File: config.mk
export PLATFORM = sky130hd
export DESIGN_NAME = imhdk_level_cell
export DESIGN_NICKNAME = d
export VERILOG_FILES = /design/src/rtl/core/imhdk_level_cell.sv
export SDC_FILE = /design/constraint.sdc
export NUM_CORES = 1
export LEC_CHECK = 0
export BUFFER_PORTS_ARGS = -buffer_cell sky130_fd_sc_hd__buf_4
export CAP_MARGIN = 0
export CORE_MARGIN = 3
export CORE_UTILIZATION = 49
export DETAILED_ROUTE_END_ITERATION = 7
export GPL_ROUTABILITY_DRIVEN = 0
export HOLD_SLACK_MARGIN = 0.05
export PLACE_DENSITY = 0.95
export REMOVE_ABC_BUFFERS = 1
export SYNTH_ARGS = -nofsm -noshare
export SYNTH_HDL_FRONTEND = slang
export SYNTH_SLANG_ARGS = --single-unit
export TNS_END_PERCENT = 5
File: constraint.sdc
create_clock -name aclk -period 6.32 [get_ports aclk]
set_input_delay 0.316 -clock aclk [delete_from_list [all_inputs] [get_ports aclk]]
set_output_delay 0.316 -clock aclk [all_outputs]
set_load 0.05 [all_outputs]
File: src/rtl/core/imhdk_level_cell.sv
`default_nettype none
module imhdk_level_cell #(
    parameter int LEVEL        = 0,
    parameter int SW           = 8,
    parameter int KEY_BITS     = 32,
    parameter int MAX_VERTICES = 256
) (
    input  wire logic                       aclk,
    input  wire logic                       aresetn,
    input  wire logic                       rd_en,
    input  wire logic [SW-1:0]              rd_slot,
    input  wire logic                       wr_en,
    input  wire logic [SW-1:0]              wr_slot,
    input  wire logic signed [KEY_BITS-1:0] wr_key,
    input  wire logic [SW-1:0]              wr_vtx,
    input  wire logic signed [KEY_BITS-1:0] chain_key_in,
    input  wire logic [SW-1:0]              chain_vtx_in,
    output logic signed [KEY_BITS-1:0]      chain_key_out,
    output logic [SW-1:0]                   chain_vtx_out
);

    // slots of this level of the tree
    localparam int BASE  = (1 << LEVEL) - 1;
    localparam int SPAN  = 1 << LEVEL;
    localparam int DEPTH = (MAX_VERTICES - BASE < SPAN) ? (MAX_VERTICES - BASE) : SPAN;
    localparam int AW    = (DEPTH > 1) ? $clog2(DEPTH) : 1;

    logic signed [KEY_BITS-1:0] key_mem [DEPTH];
    logic [SW-1:0]              vtx_mem [DEPTH];

    logic                       rd_hit;
    logic                       wr_hit;
    logic [AW-1:0]              rd_addr;
    logic [AW-1:0]              wr_addr;
    logic                       hit_reg;
    logic signed [KEY_BITS-1:0] key_reg;
    logic [SW-1:0]              vtx_reg;

    // address decode for this level
    assign rd_hit  = (32'(rd_slot) >= BASE) && (32'(rd_slot) < BASE + DEPTH);
    assign wr_hit  = (32'(wr_slot) >= BASE) && (32'(wr_slot) < BASE + DEPTH);
    assign rd_addr = AW'(32'(rd_slot) - BASE);
    assign wr_addr = AW'(32'(wr_slot) - BASE);

    // level storage
    always_ff @(posedge aclk) begin
        if (wr_en && wr_hit) begin
            key_mem[wr_addr] <= wr_key;
            vtx_mem[wr_addr] <= wr_vtx;
        end
        if (rd_en && rd_hit) begin
            key_reg <= key_mem[rd_addr];
            vtx_reg <= vtx_mem[rd_addr];
        end
    end

    // which level answered the last read
    always_ff @(posedge aclk) begin
        if (!aresetn) begin
            hit_reg <= 1'b0;
        end else if (rd_en) begin
            hit_reg <= rd_hit;
        end
    end

    // read data travels down the row of levels
    assign chain_key_out = hit_reg ? key_reg : chain_key_in;
    assign chain_vtx_out = hit_reg ? vtx_reg : chain_vtx_in;

endmodule
`default_nettype wire

==> results.py, run 1 <==
metrics = {
    "outcome": {
        "status": "complete, no violations",
    },
    "yosys": {
        "yosysTopAreaCell": "edfxtp_1",
        "syn_inst": 136,
        "ys_top_cells_by_area": "edfxtp_1 (80%), mux2_2 (15%), buf_2 (0.67%)",
        "ys_seq_area_share_pct": 81.1,
        "syn_area_sq_um": 2990,
        "yosys_register_bits": 81,
        "synth.top_cell.area_share_pct": 80.5,
        "synthDistinctLibCells": 15,
        "syn_area_per_cell_sq_um": 22.0,
        "ys.warnings.count": 0,
    },
    "drt": {
        "viasPerCell": 4.99,
        "ant_nets": 0,
        "drc": 0,
        "dr.pass1.iters": 4,
        "wire_per_inst_microns": 16.3,
        "via_count": 1792,
        "drtIter0Drc": 110,
        "drt-total-wl_microns": 5870,
    },
    "setup_path": {
        "crit_required_ns": 6.00,
        "crit_type": "register to output port",
        "critPathMaxFanout": 41,
        "cp.arrival_ns": 1.93,
        "critPathCaptureType": "output port",
        "start_kind": "register",
    },
    "floorplanning": {
        "coreArea_sq_um": 5710,
        "die_h_microns": 84.1,
        "die_area_sq_um": 7070,
        "rows": 27,
        "start_util_pct": 52.3,
        "io_pins": 140,
        "die_w_microns": 84.1,
    },
    "power_and_ir_drop": {
        "clockPowerShare_pct": 32.9,
        "p_switching_uw": 239,
        "netSwitchingFraction_pct": 22.3,
        "power_density_nw_per_um2": 249,
        "p_leak_uw": 0.00167,
        "p_seq_share_pct": 54.7,
        "vdd_drop_max_v": 0.000207,
        "p_comb_share_pct": 12.4,
        "power.internal_uw": 833,
    },
    "sta": {
        "fin_crit_ns": 2.24,
        "fmax_mhz": 446,
        "setup_viol": 0,
        "tightest_slew_ns": 0.959,
        "slew-limit-headroom_pct": 36.1,
        "finalHoldViolations": 0,
        "rsz0062_at_grt": "false",
        "finalCritPeriodShare_pct": 35.5,
        "slew_viol_final": 0,
        "clock_skew_ns": 0.00742,
        "layout_setup_ws_ns": 4.08,
        "fin_tns_setup_ns": 0,
    },
    "grt": {
        "grt_pass1_vias": 1963,
        "antenna_found_initial": 0,
        "grt_max_degree": 42,
        "grt_pass1_wl_microns": 9340,
        "grtUsageTotal_pct": 17.5,
        "overflow": 0,
    },
    "placed_design": {
        "place.detailed.hpwl_microns": 4290,
        "placedCellCount": 343,
        "pre_cts_ws_ns": 4.27,
        "port_buffers": 139,
    },
    "cts": {
        "cts.path.max_buffers": 2,
        "cts_tree": "done",
        "numCtsBuffers": 9,
        "post-cts-setup-buffer-count": 0,
        "clkLatencyLatePin_ns": 0.33,
        "cts_root_buf": "clkbuf_8",
        "postCtsHoldBufs": 0,
        "cts_sinks": 81,
        "clkSlewWorstSetupHoldPaths_ns": 0.08,
        "cts_resized": 0,
        "cts_max_level": 3,
    },
    "final_layout": {
        "n_antenna_cell": 0,
        "final_common_cell": "buf_4",
        "layout_common_cells": "buf_4 (140), edfxtp_1 (80), mux2_2 (40)",
        "drive_gt1_share_pct": 69.7,
        "fin_util_pct": 75.4,
        "nets": 382,
        "area_delta_synth_final_pct": 44.3,
        "fill_cells": 342,
        "layout.cells.non_filler": 359,
    },
    "worst_hold_path": {
        "hold_path.class": "input pin to register",
    },
    "run": {
        "max_cap_violations": 0,
    },
}
final timing paths:
path / from / endpoint / cells past startpoint / slack (ns)
worst max register to register: hit_reg$_SDFFE_PN0P_ / hit_reg$_SDFFE_PN0P_ / 2 / 4.98
worst min register to register: vtx_mem[0][4]$_DFFE_PP_ / vtx_reg[4]$_DFFE_PP_ / 0 / 0.42
worst min-delay path: wr_key[7] / key_mem[0][7]$_DFFE_PP_ / 1 / 0.15
worst max-delay path: hit_reg$_SDFFE_PN0P_ / chain_vtx_out[3] / 2 / 4.08
cell type report:
type,count,area (sq um),area share [%]
Multi-Input combinational cell,50,549,12.8
Tap cell,72,90.1,2.09
Timing Repair Buffer,140,1050,24.4
Clock inverter,7,68.8,1.60
Sequential cell,81,2420,56.3
Clock buffer,9,124,2.88
power groups by stage:
stage | logic [uW] | clock network (uW) | registers, uW
final | 133 | 353 | 586
after global routing | 139 | 389 | 586
after CTS | 134 | 363 | 586
after detailed placement | 133 | 0 | 598
after floorplan | 64.8 | 0 | 598
after global placement | 130 | 0 | 598
through the flow:
step	area (sq um)	hold slack [ns]	power, uW
2_1_floorplan	2960	0.400	663
3_3_place_gp	4110	0.400	728
3_5_place_dp	4110	0.405	731
4_1_cts	4310	0.136	1080
5_1_grt	4310	0.128	1110
6_report	4310	0.154	1070
critical path, stage by stage (launching register included):
cell     delay [ns]
dfxtp_2        0.96
mux2_2         0.43
buf_4          0.19
synth_stat cells:
cell type and number:
buf_2 4, nor4_2 1, nand2b_1 1, edfxtp_1 80, clkbuf_1 1, and4b_1 1
mux2_2 40, or4_4 1, o31ai_2 1, or2_2 1, nor4_1 1, nor3_1 1
nand3b_1 1, dfxtp_1 1, or4bb_1 1
routing by layer:
layer	share of wire, %	track usage [%]	vias up
met4	2.7	8.63	0
met5	0	0	-
met2	51	29.6	115
met3	11	6.81	14
met1	35	19.1	826
li1	-	-	837
cell families (layout without fill, tap and decap cells):
kind of cell	count (synthesis)	after routing	synth area share [%]
buffers and inverters	5	156	0.796
and+or+nand+nor	9	9	2.56
muxes	40	40	15.1
AOI/OAI and AO/OA	1	1	0.419
DFF	81	81	81.1
No activity file was read; power rests on OpenSTA's default activity.
==> run 2, diff against run 1 <==
--- a/config.mk
+++ b/config.mk
@@ -8,11 +8,11 @@
 export BUFFER_PORTS_ARGS = -buffer_cell sky130_fd_sc_hd__buf_4
 export CAP_MARGIN = 0
 export CORE_MARGIN = 3
-export CORE_UTILIZATION = 49
+export CORE_UTILIZATION = 46
 export DETAILED_ROUTE_END_ITERATION = 7
 export GPL_ROUTABILITY_DRIVEN = 0
 export HOLD_SLACK_MARGIN = 0.05
-export PLACE_DENSITY = 0.95
+export PLACE_DENSITY = 0.9
 export REMOVE_ABC_BUFFERS = 1
 export SYNTH_ARGS = -nofsm -noshare
 export SYNTH_HDL_FRONTEND = slang
==> constraint.sdc (replaced) <==
create_clock -name aclk -period 2.2 [get_ports aclk]
set_input_delay 0.11 -clock aclk [delete_from_list [all_inputs] [get_ports aclk]]
set_output_delay 0.11 -clock aclk [all_outputs]
set_load 0.05 [all_outputs]
==> run 2 against run 1 <==
  * Sequential cell count unchanged
  * Via count increased by 11%
  * Setup slack got worse by 3.8 ns
  * Design area increased by 11%
  * First-iteration DRC count increased by 16%
  * Clock power increased to 3.0 times the previous value
  * Combinational power increased to 3.4 times the previous value
  * Final cell count increased by 13%
  * Clock skew about the same
  * Global-route usage increased by 4.4 points
  * Critical path type unchanged
==> results.py, run 2 (synthesis results as in run 1) <==
metrics = {
    "run": {
        "max_cap_violations": 0,
    },
    "final_layout": {
        "fin_util_pct": 78.1,
        "nets": 425,
        "fin_area_sq_um": 4760,
        "area_delta_synth_final_pct": 59.6,
        "layout_common_cells": "buf_4 (140), edfxtp_1 (80), dlygate4sd3_1 (41)",
        "n_antenna_cell": 0,
        "final_common_cell": "buf_4",
        "drive_gt1_share_pct": 61.5,
        "layout.cells.non_filler": 405,
    },
    "sta": {
        "fin_crit_ns": 1.89,
        "fin_hold_ws_ns": 0.0662,
        "fmax_mhz": 529,
        "rsz0062_at_grt": "false",
        "tightest_slew_ns": 0.507,
        "slew-limit-headroom_pct": 66.2,
        "slew_viol_final": 0,
        "setup_viol": 0,
        "clock_skew_ns": 0.00769,
        "finalCritPeriodShare_pct": 85.9,
        "finalHoldViolations": 0,
    },
    "power_and_ir_drop": {
        "netSwitchingFraction_pct": 23.3,
        "p_comb_share_pct": 14.2,
        "p_seq_share_pct": 52.9,
        "vdd_drop_max_v": 0.000494,
        "power_density_nw_per_um2": 668,
        "p_leak_uw": 0.00185,
        "p_switching_uw": 741,
        "power.internal_uw": 2440,
        "clockPowerShare_pct": 32.9,
    },
    "floorplanning": {
        "coreArea_sq_um": 6100,
        "die_w_microns": 86.6,
        "start_util_pct": 49.0,
        "die_h_microns": 86.6,
        "die_area_sq_um": 7490,
        "io_pins": 140,
        "rows": 28,
    },
    "cts": {
        "clkLatencyLatePin_ns": 0.34,
        "numCtsBuffers": 9,
        "cts.path.max_buffers": 2,
        "cts_tree": "done",
        "clkSlewWorstSetupHoldPaths_ns": 0.08,
        "cts_resized": 0,
        "cts_sinks": 81,
        "cts_root_buf": "clkbuf_8",
        "cts_max_level": 3,
        "post-cts-setup-buffer-count": 0,
    },
    "placed_design": {
        "place.detailed.hpwl_microns": 4490,
        "placedCellCount": 348,
        "port_buffers": 139,
        "dpl_cell_area_sq_um": 4160,
    },
    "worst_hold_path": {
        "hold_path.class": "input pin to register",
    },
    "grt": {
        "grt_max_degree": 41,
        "grt_busiest_layer": "met2",
        "overflow": 0,
        "use_met3_pct": 6.94,
        "grt_pass1_vias": 2262,
        "grtUsageMet2_pct": 36.4,
        "grtUsageTotal_pct": 21.9,
        "antenna_found_initial": 0,
        "grt_pass1_wl_microns": 11800,
        "use_met1_pct": 25.9,
    },
    "setup_path": {
        "critPathMaxFanout": 26,
        "critPathCaptureType": "output port",
        "start_kind": "register",
        "cp.arrival_ns": 1.78,
        "crit_required_ns": 2.09,
        "crit_type": "register to output port",
    },
    "drt": {
        "wire_per_inst_microns": 18.9,
        "drc": 0,
        "drt-total-wl_microns": 7660,
        "dr.pass1.iters": 4,
        "drtIter0Drc": 128,
        "viasPerCell": 4.92,
        "via_count": 1993,
        "ant_nets": 0,
    },
    "outcome": {
        "status": "complete, no violations",
    },
}
[run 2: cell types whose count changed in the layout (fill, tap and decap cells not counted), sizes merged]
cell / change
dlygate4sd3: +41
buf: +2
clkinvlp: +2
clkinv: -1
inv: -1
[run 2: what timing repair did]
| item | CTS | global route |
|---|---|---|
| endpoints found under the setup margin | 0 | 0 |
| hold buffers | 41 | 0 |
| endpoints found under the hold margin | 41 | 0 |
[run 2: layout make-up]
cell class              instances  area (sq um)
flip-flops and latches         81          2420
multi-input cells              50           549
well taps                      75          93.8
fillers                       341          1330
repair buffers                183          1500
clock buffers                   9           124
clock inverters                 7          71.3
[run 2: per-stage QoR]
| stage | total power, uW | setup slack (ns) | setup TNS, ns |
|---|---|---|---|
| floorplan | 1900 | -1.19 | -47.45 |
| global placement | 2090 | 0.541 | 0 |
| detailed placement | 2100 | 0.539 | 0 |
| CTS | 3180 | 0.318 | 0 |
| global route | 3290 | 0.231 | 0 |
| finish | 3180 | 0.310 | 0 |
[run 2: worst max-delay path: stages, from the launching register on]
cell and delay, ns:
dfxtp_2 0.61, buf_12 0.25, mux2_2 0.38, buf_4 0.20
[run 2: per-layer routing]
metal	wire, microns	up-vias
li1	-	919
met1	2820	935
met2	3920	121
met3	711	18
met4	208	0
met5	0	-
[run 2: path summary, 6_finish.rpt]
check	from	to	slack, ns	cells after the start
worst max-delay path	hit_reg$_SDFFE_PN0P_	chain_key_out[4]	0.31	3
worst min-delay path	rd_slot[6]	hit_reg$_SDFFE_PN0P_	0.07	3
worst max register to register	hit_reg$_SDFFE_PN0P_	hit_reg$_SDFFE_PN0P_	1.06	3
worst min register to register	key_mem[0][3]$_DFFE_PP_	key_reg[3]$_DFFE_PP_	0.42	0
[run 2: power groups by stage]
| stage | Sequential, uW | Clock, uW | Combinational, uW |
|---|---|---|---|
| 3_3_place_gp | 1720 | 0 | 377 |
| 2_1_floorplan | 1720 | 0 | 186 |
| 3_5_place_dp | 1720 | 0 | 384 |
| 4_1_cts | 1680 | 1050 | 444 |
| 6_report | 1680 | 1050 | 452 |
| 5_1_grt | 1680 | 1140 | 473 |
